--- config.mk ---
export PLATFORM = sky130hd
export DESIGN_NAME = microcoded_byte_cpu_datapath_step_unit
export DESIGN_NICKNAME = d
export VERILOG_FILES = /design/src/rtl/mcb_pkg.sv /design/src/rtl/microcoded_byte_cpu_datapath_step_unit.sv /design/src/rtl/mcb_regfile.sv /design/src/rtl/mcb_alu.sv /design/src/rtl/mcb_step.sv
export SDC_FILE = /design/constraint.sdc
export NUM_CORES = 1
export LEC_CHECK = 0
export BUFFER_PORTS_ARGS = -buffer_cell sky130_fd_sc_hd__clkbuf_2
export CORE_MARGIN = 2
export CORE_UTILIZATION = 55
export CTS_CLUSTER_DIAMETER = 60
export CTS_CLUSTER_SIZE = 12
export DETAILED_ROUTE_END_ITERATION = 8
export PLACE_DENSITY = 0.86
export RECOVER_POWER = 50
export SKIP_CTS_REPAIR_TIMING = 1
export SYNTH_ARGS = -nofsm -noshare
export SYNTH_HDL_FRONTEND = slang
export SYNTH_HIERARCHICAL = 1
export SYNTH_SLANG_ARGS = --single-unit
--- constraint.sdc ---
create_clock -name clk -period 7.35 [get_ports clk]
set_input_delay 1.1025 -clock clk [delete_from_list [all_inputs] [get_ports clk]]
set_output_delay 1.1025 -clock clk [all_outputs]
set_load 0.1 [all_outputs]
--- src/rtl/mcb_pkg.sv ---
// shared types, codes and constants for the microcoded byte cpu datapath step
package mcb_pkg;

  localparam int unsigned NUM_WR_REGS = 22;
  localparam int unsigned NUM_REGS = 32;
  localparam int unsigned IN_TDATA_W = 72;
  localparam int unsigned OUT_TDATA_W = 64;

  localparam logic [15:0] WORD_MASK = 16'hFFFE;

  localparam logic [7:0] FIXED_REGS [10] = '{
    8'h00, 8'h01, 8'h02, 8'h03, 8'h04, 8'h08, 8'hF0, 8'hF6, 8'hFE, 8'hFF
  };

  // alu function codes
  localparam logic [4:0] FN_A    = 5'd0;
  localparam logic [4:0] FN_ADD  = 5'd1;
  localparam logic [4:0] FN_ADDC = 5'd2;
  localparam logic [4:0] FN_SUB  = 5'd3;
  localparam logic [4:0] FN_SUBC = 5'd4;
  localparam logic [4:0] FN_AND  = 5'd5;
  localparam logic [4:0] FN_NAND = 5'd6;
  localparam logic [4:0] FN_OR   = 5'd7;
  localparam logic [4:0] FN_NOR  = 5'd8;
  localparam logic [4:0] FN_XOR  = 5'd9;
  localparam logic [4:0] FN_NOTA = 5'd10;
  localparam logic [4:0] FN_ASL  = 5'd11;
  localparam logic [4:0] FN_ROL  = 5'd12;
  localparam logic [4:0] FN_ASR  = 5'd13;
  localparam logic [4:0] FN_ROR  = 5'd14;
  localparam logic [4:0] FN_NZVC = 5'd15;

  // two-bit mux selects
  localparam logic [1:0] MUX_SEL0 = 2'd0;
  localparam logic [1:0] MUX_SEL1 = 2'd1;

  // clock enable bit positions
  localparam int unsigned CK_MAR  = 0;
  localparam int unsigned CK_LOAD = 1;
  localparam int unsigned CK_MDRE = 2;
  localparam int unsigned CK_MDRO = 3;
  localparam int unsigned CK_N    = 4;
  localparam int unsigned CK_Z    = 5;
  localparam int unsigned CK_V    = 6;
  localparam int unsigned CK_C    = 7;
  localparam int unsigned CK_S    = 8;

  // flag bit positions
  localparam int unsigned FL_C = 0;
  localparam int unsigned FL_V = 1;
  localparam int unsigned FL_Z = 2;
  localparam int unsigned FL_N = 3;
  localparam int unsigned FL_S = 4;

  typedef enum logic [2:0] {
    PH_NONE     = 3'd0,
    PH_RD_WAIT1 = 3'd1,
    PH_RD_WAIT2 = 3'd2,
    PH_RD_READY = 3'd3,
    PH_WR_WAIT1 = 3'd4,
    PH_WR_WAIT2 = 3'd5,
    PH_WR_READY = 3'd6
  } phase_t;

  typedef enum logic [3:0] {
    ERR_NONE      = 4'd0,
    ERR_MAR       = 4'd1,
    ERR_LOAD_DEST = 4'd2,
    ERR_LOAD_C    = 4'd3,
    ERR_MDRE_MEM  = 4'd4,
    ERR_MDRE_C    = 4'd5,
    ERR_MDRE_MUX  = 4'd6,
    ERR_MDRO_MEM  = 4'd7,
    ERR_MDRO_C    = 4'd8,
    ERR_MDRO_MUX  = 4'd9,
    ERR_FLAG      = 4'd10
  } err_t;

  typedef struct packed {
    logic [5:0]  a_bus_select;
    logic [5:0]  b_bus_select;
    logic [5:0]  c_dest_select;
    logic [4:0]  alu_function;
    logic [15:0] mux_selects;
    logic [1:0]  mem_control;
    logic [8:0]  clock_enables;
    logic [7:0]  mem_even_byte;
    logic [7:0]  mem_odd_byte;
  } item_t;

  typedef struct packed {
    logic        mem_write_strobe;
    logic [15:0] mem_write_address;
    logic [15:0] mem_write_word;
    logic [15:0] mar_word_address;
    logic [2:0]  bus_phase;
    logic [4:0]  status_flags;
    logic [3:0]  error_code;
  } result_t;

  typedef struct packed {
    logic       en;
    logic [4:0] addr;
    logic [7:0] data;
  } reg_wr_t;

endpackage

--- src/rtl/microcoded_byte_cpu_datapath_step_unit.sv ---
// top level: beat registers around one microinstruction step of the byte cpu datapath
//
//  channel | direction | tdata bits | fields
//  in_     | slave     | 72         | a,b,c selects, alu fn, muxes, mem ctl, clocks, bytes
//  out_    | master    | 64         | write strobe/addr/word, mar, phase, flags, error
//
//  one microinstruction per clock unless the output stalls: a beat enters the input
//  register, the step logic between it and the result register reads the bank and
//  updates mar, mdr, flags and bus phase as the result is registered
//  bank reads are registered at input acceptance, with write-through from the step
//  reset clears beat valids, bus phase, mar, mdr, flags and bank valid bits
//  a stalled output holds one result and one beat in the input register
module microcoded_byte_cpu_datapath_step_unit
  import mcb_pkg::*;
(
  input  logic                   clk,
  input  logic                   rst_n,
  input  logic                   in_tvalid,
  output logic                   in_tready,
  // a_bus_select[5:0], b_bus_select[11:6], c_dest_select[17:12], alu_function[22:18],
  // mux_selects[38:23], mem_control[40:39], clock_enables[49:41],
  // mem_even_byte[57:50], mem_odd_byte[65:58], zero fill above
  input  logic [IN_TDATA_W-1:0]  in_tdata,
  output logic                   out_tvalid,
  input  logic                   out_tready,
  // mem_write_strobe[0], mem_write_address[16:1], mem_write_word[32:17],
  // mar_word_address[48:33], bus_phase[51:49], status_flags[56:52],
  // error_code[60:57], zero fill above
  output logic [OUT_TDATA_W-1:0] out_tdata
);

  logic                   in_valid_r;
  item_t                  item_r;
  logic                   out_valid_r;
  logic [OUT_TDATA_W-1:0] out_tdata_r;
  logic                   fire;
  logic                   accept;
  item_t                  in_item;
  logic [7:0]             rd_a, rd_b;
  result_t                result;
  reg_wr_t                reg_wr;

  assign fire = in_valid_r && (!out_valid_r || out_tready);
  assign in_tready = !in_valid_r || fire;
  assign accept = in_tvalid && in_tready;

  always_comb begin
    in_item.a_bus_select = in_tdata[5:0];
    in_item.b_bus_select = in_tdata[11:6];
    in_item.c_dest_select = in_tdata[17:12];
    in_item.alu_function = in_tdata[22:18];
    in_item.mux_selects = in_tdata[38:23];
    in_item.mem_control = in_tdata[40:39];
    in_item.clock_enables = in_tdata[49:41];
    in_item.mem_even_byte = in_tdata[57:50];
    in_item.mem_odd_byte = in_tdata[65:58];
  end

  always_ff @(posedge clk) begin
    if (!rst_n) begin
      in_valid_r <= 1'b0;
    end else if (in_tready) begin
      in_valid_r <= in_tvalid;
    end
  end

  always_ff @(posedge clk) begin
    if (accept) begin
      item_r <= in_item;
    end
  end

  mcb_regfile u_regfile (
    .clk       (clk),
    .rst_n     (rst_n),
    .rd_en     (accept),
    .rd_addr_a (in_item.a_bus_select),
    .rd_addr_b (in_item.b_bus_select),
    .wr        (reg_wr),
    .rd_data_a (rd_a),
    .rd_data_b (rd_b)
  );

  mcb_step u_step (
    .clk    (clk),
    .rst_n  (rst_n),
    .fire   (fire),
    .item   (item_r),
    .rd_a   (rd_a),
    .rd_b   (rd_b),
    .result (result),
    .reg_wr (reg_wr)
  );

  always_ff @(posedge clk) begin
    if (!rst_n) begin
      out_valid_r <= 1'b0;
    end else if (fire) begin
      out_valid_r <= 1'b1;
    end else if (out_tready) begin
      out_valid_r <= 1'b0;
    end
  end

  always_ff @(posedge clk) begin
    if (fire) begin
      out_tdata_r <= {3'b000, result.error_code, result.status_flags, result.bus_phase,
                      result.mar_word_address, result.mem_write_word,
                      result.mem_write_address, result.mem_write_strobe};
    end
  end

  assign out_tvalid = out_valid_r;
  assign out_tdata = out_tdata_r;

  a_stall_holds_beat: assert property (@(posedge clk) disable iff (!rst_n)
    (in_valid_r && out_valid_r && !out_tready) |=> in_valid_r)
    else $error("input beat dropped while output stalled");

  a_out_from_step: assert property (@(posedge clk) disable iff (!rst_n)
    $rose(out_valid_r) |-> $past(fire))
    else $error("result appeared without a step");

  a_no_step_when_empty: assert property (@(posedge clk) disable iff (!rst_n)
    !in_valid_r |-> !reg_wr.en)
    else $error("bank written without a beat in the input register");

endmodule

--- src/rtl/mcb_regfile.sv ---
// register bank: 22 writable bytes with registered reads, plus fixed constants
module mcb_regfile
  import mcb_pkg::*;
(
  input  logic       clk,
  input  logic       rst_n,
  input  logic       rd_en,
  input  logic [5:0] rd_addr_a,
  input  logic [5:0] rd_addr_b,
  input  reg_wr_t    wr,
  output logic [7:0] rd_data_a,
  output logic [7:0] rd_data_b
);

  logic [7:0]             mem [NUM_WR_REGS];
  logic [NUM_WR_REGS-1:0] valid_r;
  logic [7:0]             rd_data_a_r;
  logic [7:0]             rd_data_b_r;

  function automatic logic [7:0] pick(input logic [5:0] addr, input logic [7:0] stored,
                                      input logic hit_valid);
    logic [4:0] fix_idx;
    logic [7:0] val;
    fix_idx = addr[4:0] - 5'(NUM_WR_REGS);
    val = 8'h00;
    if (addr[5]) begin
      val = 8'h00;
    end else if (addr[4:0] < 5'(NUM_WR_REGS)) begin
      if (wr.en && wr.addr == addr[4:0]) begin
        val = wr.data;
      end else if (hit_valid) begin
        val = stored;
      end
    end else begin
      val = FIXED_REGS[fix_idx[3:0]];
    end
    return val;
  endfunction

  logic [7:0] stored_a;
  logic [7:0] stored_b;
  logic       valid_a;
  logic       valid_b;

  always_comb begin
    stored_a = 8'h00;
    stored_b = 8'h00;
    valid_a = 1'b0;
    valid_b = 1'b0;
    if (!rd_addr_a[5] && rd_addr_a[4:0] < 5'(NUM_WR_REGS)) begin
      stored_a = mem[rd_addr_a[4:0]];
      valid_a = valid_r[rd_addr_a[4:0]];
    end
    if (!rd_addr_b[5] && rd_addr_b[4:0] < 5'(NUM_WR_REGS)) begin
      stored_b = mem[rd_addr_b[4:0]];
      valid_b = valid_r[rd_addr_b[4:0]];
    end
  end

  always_ff @(posedge clk) begin
    if (wr.en && wr.addr < 5'(NUM_WR_REGS)) begin
      mem[wr.addr] <= wr.data;
    end
  end

  always_ff @(posedge clk) begin
    if (!rst_n) begin
      valid_r <= '0;
    end else if (wr.en && wr.addr < 5'(NUM_WR_REGS)) begin
      valid_r[wr.addr] <= 1'b1;
    end
  end

  // write-through so a beat taken alongside a load sees the new byte
  always_ff @(posedge clk) begin
    if (rd_en) begin
      rd_data_a_r <= pick(rd_addr_a, stored_a, valid_a);
      rd_data_b_r <= pick(rd_addr_b, stored_b, valid_b);
    end
  end

  assign rd_data_a = rd_data_a_r;
  assign rd_data_b = rd_data_b_r;

endmodule

--- src/rtl/mcb_alu.sv ---
// 16-function byte alu with nzvc outputs
module mcb_alu
  import mcb_pkg::*;
(
  input  logic [4:0] fn,
  input  logic       has_a,
  input  logic [7:0] a,
  input  logic       has_b,
  input  logic [7:0] b,
  input  logic       has_cs,
  input  logic       cs,
  output logic       has_res,
  output logic [7:0] res,
  output logic [3:0] nzvc
);

  logic       unary;
  logic       need_cs;
  logic [7:0] bb;
  logic       cin;
  logic [8:0] sum;
  logic [7:0] r;
  logic       c_out;
  logic       v_out;

  always_comb begin
    unary = (fn == FN_A) || (fn >= FN_NOTA);
    need_cs = 1'b0;
    bb = 8'h00;
    cin = 1'b0;
    sum = 9'h000;
    r = 8'h00;
    c_out = 1'b0;
    v_out = 1'b0;
    case (fn)
      FN_A: r = a;
      FN_ADD, FN_ADDC, FN_SUB, FN_SUBC: begin
        bb = (fn == FN_ADD || fn == FN_ADDC) ? b : ~b;
        need_cs = (fn == FN_ADDC) || (fn == FN_SUBC);
        cin = (fn == FN_SUB) ? 1'b1 : (fn == FN_ADD) ? 1'b0 : cs;
        sum = {1'b0, a} + {1'b0, bb} + {8'h00, cin};
        r = sum[7:0];
        c_out = sum[8];
        v_out = ~(a[7] ^ bb[7]) & (a[7] ^ r[7]);
      end
      FN_AND:  r = a & b;
      FN_NAND: r = ~(a & b);
      FN_OR:   r = a | b;
      FN_NOR:  r = ~(a | b);
      FN_XOR:  r = a ^ b;
      FN_NOTA: r = ~a;
      FN_ASL, FN_ROL: begin
        need_cs = (fn == FN_ROL);
        r = {a[6:0], (fn == FN_ROL) ? cs : 1'b0};
        c_out = a[7];
        v_out = a[7] ^ a[6];
      end
      FN_ASR, FN_ROR: begin
        need_cs = (fn == FN_ROR);
        r = {(fn == FN_ASR) ? a[7] : cs, a[7:1]};
        c_out = a[0];
      end
      default: r = 8'h00;
    endcase

    has_res = (fn <= FN_NZVC) && has_a && (unary || has_b) && !(need_cs && !has_cs);
    if (fn == FN_NZVC) begin
      res = 8'h00;
      nzvc = a[3:0];
    end else begin
      res = r;
      nzvc = {r[7], (r == 8'h00), v_out, c_out};
    end
  end

endmodule

--- src/rtl/mcb_step.sv ---
// step logic: bus handshake, muxes, mar, mdr and flag registers, error codes
module mcb_step
  import mcb_pkg::*;
(
  input  logic       clk,
  input  logic       rst_n,
  input  logic       fire,
  input  item_t      item,
  input  logic [7:0] rd_a,
  input  logic [7:0] rd_b,
  output result_t    result,
  output reg_wr_t    reg_wr
);

  phase_t      phase_r, phase_nxt;
  logic [15:0] mar_r, mar_nxt;
  logic [15:0] mdr_r, mdr_nxt;
  logic [4:0]  flags_r, flags_nxt;

  logic       has_a, has_b, mar_chg, rd_req, wr_req;
  logic [1:0] amux, csmux, cmux, marmux, mdremux, mdromux, eomux, andz;
  logic       has_amux, has_cs, has_c, cs_bit;
  logic [7:0] amux_val, c_val;
  logic       has_alu;
  logic [7:0] alu_res;
  logic [3:0] alu_nzvc;
  logic       stop_mar, stop_mdre, stop_mdro, flag_err;
  err_t       err, err_soft;

  assign has_a = !item.a_bus_select[5];
  assign has_b = !item.b_bus_select[5];
  assign rd_req = item.mem_control[0];
  assign wr_req = item.mem_control[1];
  assign amux = item.mux_selects[1:0];
  assign csmux = item.mux_selects[3:2];
  assign cmux = item.mux_selects[5:4];
  assign marmux = item.mux_selects[7:6];
  assign mdremux = item.mux_selects[9:8];
  assign mdromux = item.mux_selects[11:10];
  assign eomux = item.mux_selects[13:12];
  assign andz = item.mux_selects[15:14];

  assign mar_chg = item.clock_enables[CK_MAR] && has_a && has_b
                   && !(rd_a == mar_r[15:8] && rd_b == mar_r[7:0]);

  // memory bus handshake
  always_comb begin
    phase_nxt = phase_r;
    case (phase_r)
      PH_NONE: begin
        if (!mar_chg) begin
          if (rd_req) begin
            phase_nxt = PH_RD_WAIT1;
          end else if (wr_req) begin
            phase_nxt = PH_WR_WAIT1;
          end
        end
      end
      PH_RD_WAIT1, PH_RD_WAIT2, PH_RD_READY: begin
        if (rd_req) begin
          if (mar_chg || phase_r == PH_RD_READY) begin
            phase_nxt = PH_RD_WAIT1;
          end else if (phase_r == PH_RD_WAIT1) begin
            phase_nxt = PH_RD_WAIT2;
          end else begin
            phase_nxt = PH_RD_READY;
          end
        end else if (wr_req) begin
          phase_nxt = PH_WR_WAIT1;
        end else begin
          phase_nxt = PH_NONE;
        end
      end
      PH_WR_WAIT1, PH_WR_WAIT2, PH_WR_READY: begin
        if (wr_req) begin
          if (mar_chg || phase_r == PH_WR_READY) begin
            phase_nxt = PH_WR_WAIT1;
          end else if (phase_r == PH_WR_WAIT1) begin
            phase_nxt = PH_WR_WAIT2;
          end else begin
            phase_nxt = PH_WR_READY;
          end
        end else if (rd_req) begin
          phase_nxt = PH_RD_WAIT1;
        end else begin
          phase_nxt = PH_NONE;
        end
      end
      default: phase_nxt = PH_NONE;
    endcase
  end

  always_comb begin
    has_amux = 1'b0;
    amux_val = 8'h00;
    if (amux == MUX_SEL0) begin
      if (eomux == MUX_SEL0) begin
        amux_val = mdr_r[15:8];
        has_amux = 1'b1;
      end else if (eomux == MUX_SEL1) begin
        amux_val = mdr_r[7:0];
        has_amux = 1'b1;
      end
    end else if (amux == MUX_SEL1 && has_a) begin
      amux_val = rd_a;
      has_amux = 1'b1;
    end
    has_cs = (csmux == MUX_SEL0) || (csmux == MUX_SEL1);
    cs_bit = (csmux == MUX_SEL0) ? flags_r[FL_C] : (csmux == MUX_SEL1) ? flags_r[FL_S] : 1'b0;
  end

  mcb_alu u_alu (
    .fn      (item.alu_function),
    .has_a   (has_amux),
    .a       (amux_val),
    .has_b   (has_b),
    .b       (rd_b),
    .has_cs  (has_cs),
    .cs      (cs_bit),
    .has_res (has_alu),
    .res     (alu_res),
    .nzvc    (alu_nzvc)
  );

  always_comb begin
    has_c = 1'b0;
    c_val = 8'h00;
    if (cmux == MUX_SEL0) begin
      has_c = 1'b1;
      c_val = {4'h0, flags_r[3:0]};
    end else if (cmux == MUX_SEL1) begin
      has_c = has_alu;
      c_val = alu_res;
    end
  end

  // clocking order mar, bank, mdre, mdro, flags; some errors cut the rest off
  always_comb begin
    mar_nxt = mar_r;
    mdr_nxt = mdr_r;
    flags_nxt = flags_r;
    reg_wr = '0;
    err_soft = ERR_NONE;
    err = ERR_NONE;
    stop_mar = 1'b0;
    stop_mdre = 1'b0;
    stop_mdro = 1'b0;
    flag_err = 1'b0;

    if (item.clock_enables[CK_MAR]) begin
      if (marmux == MUX_SEL0) begin
        mar_nxt = mdr_r;
      end else if (marmux == MUX_SEL1 && has_a && has_b) begin
        mar_nxt = {rd_a, rd_b};
      end else begin
        stop_mar = 1'b1;
      end
    end

    if (!stop_mar && item.clock_enables[CK_LOAD]) begin
      if (item.c_dest_select[5]) begin
        err_soft = ERR_LOAD_DEST;
      end else if (!has_c) begin
        err_soft = ERR_LOAD_C;
      end else begin
        reg_wr.en = fire && (item.c_dest_select[4:0] < 5'(NUM_WR_REGS));
        reg_wr.addr = item.c_dest_select[4:0];
        reg_wr.data = c_val;
      end
    end

    if (!stop_mar && item.clock_enables[CK_MDRE]) begin
      if (mdremux == MUX_SEL0) begin
        if (phase_nxt != PH_RD_READY) begin
          stop_mdre = 1'b1;
          err = ERR_MDRE_MEM;
        end else begin
          mdr_nxt[15:8] = item.mem_even_byte;
        end
      end else if (mdremux == MUX_SEL1) begin
        if (!has_c) begin
          stop_mdre = 1'b1;
          err = ERR_MDRE_C;
        end else begin
          mdr_nxt[15:8] = c_val;
        end
      end else begin
        err_soft = ERR_MDRE_MUX;
      end
    end

    if (!stop_mar && !stop_mdre && item.clock_enables[CK_MDRO]) begin
      if (mdromux == MUX_SEL0) begin
        if (phase_nxt != PH_RD_READY) begin
          stop_mdro = 1'b1;
          err = ERR_MDRO_MEM;
        end else begin
          mdr_nxt[7:0] = item.mem_odd_byte;
        end
      end else if (mdromux == MUX_SEL1) begin
        if (!has_c) begin
          stop_mdro = 1'b1;
          err = ERR_MDRO_C;
        end else begin
          mdr_nxt[7:0] = c_val;
        end
      end else begin
        err_soft = ERR_MDRO_MUX;
      end
    end

    if (stop_mar || stop_mdre || stop_mdro) begin
      mdr_nxt = stop_mar ? mdr_r : mdr_nxt;
    end else begin
      if (item.clock_enables[CK_N]) begin
        if (has_alu) flags_nxt[FL_N] = alu_nzvc[3];
        else flag_err = 1'b1;
      end
      if (item.clock_enables[CK_Z]) begin
        if (has_alu && andz == MUX_SEL0) flags_nxt[FL_Z] = alu_nzvc[2];
        else if (has_alu && andz == MUX_SEL1) flags_nxt[FL_Z] = alu_nzvc[2] & flags_r[FL_Z];
        else flag_err = 1'b1;
      end
      if (item.clock_enables[CK_V]) begin
        if (has_alu) flags_nxt[FL_V] = alu_nzvc[1];
        else flag_err = 1'b1;
      end
      if (item.clock_enables[CK_C]) begin
        if (has_alu) flags_nxt[FL_C] = alu_nzvc[0];
        else flag_err = 1'b1;
      end
      if (item.clock_enables[CK_S]) begin
        if (has_alu) flags_nxt[FL_S] = alu_nzvc[0];
        else flag_err = 1'b1;
      end
      err = flag_err ? ERR_FLAG : err_soft;
    end
    if (stop_mar) begin
      err = ERR_MAR;
    end
  end

  always_ff @(posedge clk) begin
    if (!rst_n) begin
      phase_r <= PH_NONE;
      mar_r <= '0;
      mdr_r <= '0;
      flags_r <= '0;
    end else if (fire) begin
      phase_r <= phase_nxt;
      mar_r <= mar_nxt;
      mdr_r <= mdr_nxt;
      flags_r <= flags_nxt;
    end
  end

  always_comb begin
    result.mem_write_strobe = (phase_nxt == PH_WR_READY);
    result.mem_write_address = (phase_nxt == PH_WR_READY) ? (mar_r & WORD_MASK) : 16'h0000;
    result.mem_write_word = (phase_nxt == PH_WR_READY) ? mdr_r : 16'h0000;
    result.mar_word_address = mar_nxt & WORD_MASK;
    result.bus_phase = phase_nxt;
    result.status_flags = flags_nxt;
    result.error_code = err;
  end

  a_rd_ready_path: assert property (@(posedge clk) disable iff (!rst_n)
    (fire && phase_nxt == PH_RD_READY) |->
      (phase_r == PH_RD_WAIT2 || phase_r == PH_RD_READY))
    else $error("read ready reached without two wait cycles");

  a_abort_keeps_flags: assert property (@(posedge clk) disable iff (!rst_n)
    (fire && (err == ERR_MAR || err == ERR_MDRE_MEM || err == ERR_MDRE_C
              || err == ERR_MDRO_MEM || err == ERR_MDRO_C)) |=> $stable(flags_r))
    else $error("flags changed on an aborted step");

  a_mar_abort_keeps_mar: assert property (@(posedge clk) disable iff (!rst_n)
    (fire && err == ERR_MAR) |=> ($stable(mar_r) && $stable(mdr_r)))
    else $error("mar or mdr changed after a mar error");

endmodule
---- Word level (Yosys, flattened, before mapping) ----
Memory sizes are Yosys's and may differ from the RTL's.
Cells that the tools add are included.
storage, ports and cells
  register bits ........................... 206
  bits in writable memories ............... 176
  ROM bits ................................ 256
  input port bits ......................... 76
  output and inout port bits .............. 66
  logic and storage cells ................. 297
  memories ................................ 3
memories
  name              depth  bits a word  read ports  clocked after memory_dff  wr ports  line               RTL
  u_regfile.mem     22     8            2           0                         1         mcb_regfile.sv:15  logic [7:0] mem [NUM_WR_REGS];
  (name not given)  16     8            1           0                         0         mcb_regfile.sv:35  val = FIXED_REGS[fix_idx[3:0]];
  (name not given)  16     8            1           0                         0         mcb_regfile.sv:35
cells by class
  add/subtract/negate cells ............... 4
  $lt $le $gt $ge ......................... 12
  equality and inequality tests ........... 36
  mux-type cells .......................... 136
  bitwise logic cells ..................... 16
  reduce and logical (&&, ||, !) cells .... 68
operators by type and width
  cell                  number
  $mux W8               30
  $mux W16              5
  $pmux W8 S10          1
  $mux W4               19
  $mux W1               58
  $mux W14              3
  $eq A5 B4 Y1 const B  8
  $not A8 Y8            4
  $mux W3               10
  $logic_and A1 B1 Y1   26
  $or A22 B22 Y22       1
  $eq A5 B3 Y1 const B  4
  $lt A5 B5 Y1 const B  4
  $lt A5 B6 Y1 const B  3
  $eq A2 B1 Y1 const B  8
  $eq A8 B8 Y1          2
  $logic_not A2 Y1      8
  $eq A3 B3 Y1 const B  4
  $logic_not A1 Y1      11
  $logic_or A1 B1 Y1    11
  $bmux W1 S5           2
  $eq A5 B2 Y1 const B  2
  $eq A5 B5 Y1          2
  $ge A5 B5 Y1 const B  2
  other kinds (33)      44

---- Logic depth before layout (Yosys ltp) ----
  word-level depth ........................ 31
  depth in mapped cells ................... 18
  depth with buffers taken out ............ 16

---- Hierarchy ----
Netlist, hierarchy kept.
modules (own cells, without submodules)
  module                                  times used  cells each  area each (sq um)  sequential area each (sq um)
  mcb_regfile                             1           651         10580.1            6206.0
  microcoded_byte_cpu_datapath_step_unit  1           140         3943.8             3853.7
  mcb_step                                1           465         3254.4             800.8
  mcb_alu                                 1           225         1619.1             0.0

---- Least setup slack after synthesis ----
No wires, ideal clock.
  kind .................................... input to register
  start ................................... input port out_tready
  end ..................................... memory u_regfile.mem[11][0], enable pin
  setup time .............................. 374 ps
  data arrival time ....................... 5504 ps
  data required time ...................... 6976 ps
  setup slack ............................. 1473 ps
  stages .................................. 7
  buffers on the path ..................... 0
  cells stage by stage .................... nor2b_4 > nor2b_1 > inv_1 > a211oi_1 > nor2b_1 > nand3b_1 > nor2_1
RTL lines
  item                line                                          RTL
  start: declaration  microcoded_byte_cpu_datapath_step_unit.sv:25  input logic out_tready,
  end: declaration    mcb_regfile.sv:15

==> flow_metrics.env <==
export IMPL_outcome="complete, but fails checks"
export IMPL_violations="capacitance limit, slew limit"
export IMPL_power_density_mw_per_mm2=222.0
export IMPL_initial_core_util=0.5556
export IMPL_place_inst=1991
export IMPL_total_power_mw=4.668
export IMPL_post_route_period_util=0.7741
export IMPL_syn_to_final_growth_pct=10.10
export IMPL_power_leakage_nw=7.548
export IMPL_required_ns=7.72
export IMPL_placeableCoreArea_mm2=0.03437
export IMPL_tritoncts="yes"
export IMPL_cts_root_buf="clkbuf_16"
export IMPL_finalSetupViolCount=0
export IMPL_syn_cell_area_mm2=0.01910
export IMPL_tns_ns=0
export IMPL_placed_area_mm2=0.02006
export IMPL_grt_pass1_wl_um=76760
export IMPL_slew_violations=251
export IMPL_htreeDepth=2
export IMPL_dr_pass1_iters=8
export IMPL_drv_cap=7
export IMPL_setup_worst_path_start_class="flop"
export IMPL_antenna_found_initial=2
export IMPL_hp_start="u_step/flags_r[3]"
export IMPL_hpwl_um=33990
export IMPL_worstHoldEndpoint="u_step/flags_r[3]"
export IMPL_grt_pass1_vias=13030
export IMPL_crit_arrival_ns=6.06
export IMPL_dieArea_mm2=0.03623
export IMPL_clock_path_buffers=3
export IMPL_clk_latency_ns=0.55
export IMPL_cts_sinks=373
export IMPL_gp_congestion=0.9402
export IMPL_cts_buffers=38
export IMPL_finalNonFillerCells=2059
export IMPL_reg2regPathDepth=14
export IMPL_worstHoldPathType="reg -> reg"
export IMPL_via_per_inst=6.577
export IMPL_slew_headroom=-1.822
export IMPL_track_usage=0.2806
export IMPL_critical_path_peak_fanout=24
export IMPL_fin_crit_ns=5.689
export IMPL_worst_setup_path_type="reg -> reg"
export IMPL_rsz0062_at_grt="false"
export IMPL_grt_overflow=0
export IMPL_skew_ns=0.02540
export IMPL_finalInstanceArea_mm2=0.02103
export IMPL_worst_slack_ns=1.661
export IMPL_wl_um=51020
export IMPL_wl_per_cell_um=24.78
export IMPL_vias=13540
export IMPL_hold_viol=0
export IMPL_utilization=0.6117
export IMPL_synth_warnings=6
export IMPL_cp_end_kind="flop"
export IMPL_num_rows=68
export IMPL_die_x_um=190.3
export IMPL_ios=142
export IMPL_peakVddDrop_mv=0.2743
export IMPL_drc=0
export IMPL_io_buffers=132
export IMPL_grt_max_degree=73
export IMPL_worst_pin_slew_ns=4.233
export IMPL_syn_area_per_cell_um2=12.98
export IMPL_nets=1685
export IMPL_fill_cells=2629
export IMPL_max_freq_mhz=175.8
export IMPL_drtIter0Drc=1778
export IMPL_timing_rr_start="item_r[28]"
export IMPL_postSynthCellCount=1471
export IMPL_die_h_um=190.3
export IMPL_layout_drive_gt1_share=0.1485
export IMPL_hold_depth=2
export IMPL_dp_slack_ns=2.157
export IMPL_final_common_cell="edfxtp_1"
export IMPL_ant_nets=0
export IMPL_final_cell_mix="309 x edfxtp_1, 119 x nor2_1, 115 x clkbuf_1, 114 x nand2_1, 78 x mux4_2"
export IMPL_r2r_end="u_regfile/rd_data_b[1]"
export IMPL_clkTransAtPathRegs_ns=0.06
export IMPL_whs_ns=0.4903
export IMPL_rrSetupSlack_ns=1.66
-- where the power goes --
part           internal, mW  leakage [nW]  switching (mW)  total (mW)
registers              2.32          3.73          0.0461        2.37
clock network          1.04         0.549           0.792        1.84
logic                 0.126          3.27           0.335       0.461
-- metal layers --
layer  global-route usage  vias up  part of all wire
met4               0.1392        2             0.057
met1               0.3626     6565              0.36
met5                    0        -           0.00025
met3              0.05539      178              0.11
met2               0.4552      939              0.47
li1                     -     5858                 -
-- worst max-delay path by stage --
| stage | from | endpoint |
|---|---|---|
| 2_1_floorplan | out_tready | u_regfile/mem[11][0] |
| 3_3_place_gp | item_r[43] | u_regfile/mem[8][1] |
| 3_5_place_dp | item_r[43] | u_step/flags_r[2] |
| 4_1_cts | item_r[43] | u_step/flags_r[2] |
| 5_1_grt | out_tready | u_step/flags_r[0] |
| 6_report | item_r[28] | u_regfile/rd_data_b[1] |
-- state kept, by name, summed over array words and instances (netlist names) --
register,cells
out_tvalid,1
u_regfile/valid_r,22
u_step/mdr_r,16
in_valid_r,1
u_regfile/mem,176
item_r,56
u_regfile/rd_data_a,8
u_regfile/rd_data_b,8
u_step/mar_r,16
u_step/flags_r,5
u_step/phase_r,3
out_tdata,61
-- area by class of cell --
cell class              instances  area, um2  area share
multi-input cells             966       7871      0.3744
diodes                          1      2.502   0.0001190
flip-flops and latches        373      10560      0.5022
repair buffers                160      737.0     0.03505
clock inverters                 7      113.9    0.005415
well taps                     455      569.3     0.02708
clock buffers                  60       1033     0.04915
inverters                      37      138.9    0.006605
-- worst max-delay path, stage by stage (launching register included) --
cell      delay (ns)
edfxtp_1        0.39
or3_1           0.53
o21ai_0         1.47
inv_1           0.12
ha_1            0.36
mux2_2          0.14
a32oi_1         0.06
o211ai_1        0.18
a221o_1         0.19
mux2i_1         0.09
or2_2           0.33
nor2_1          0.10
clkbuf_1        0.94
a221oi_1        0.30
a211oi_1        0.30
No activity file was read; power rests on OpenSTA's default activity.
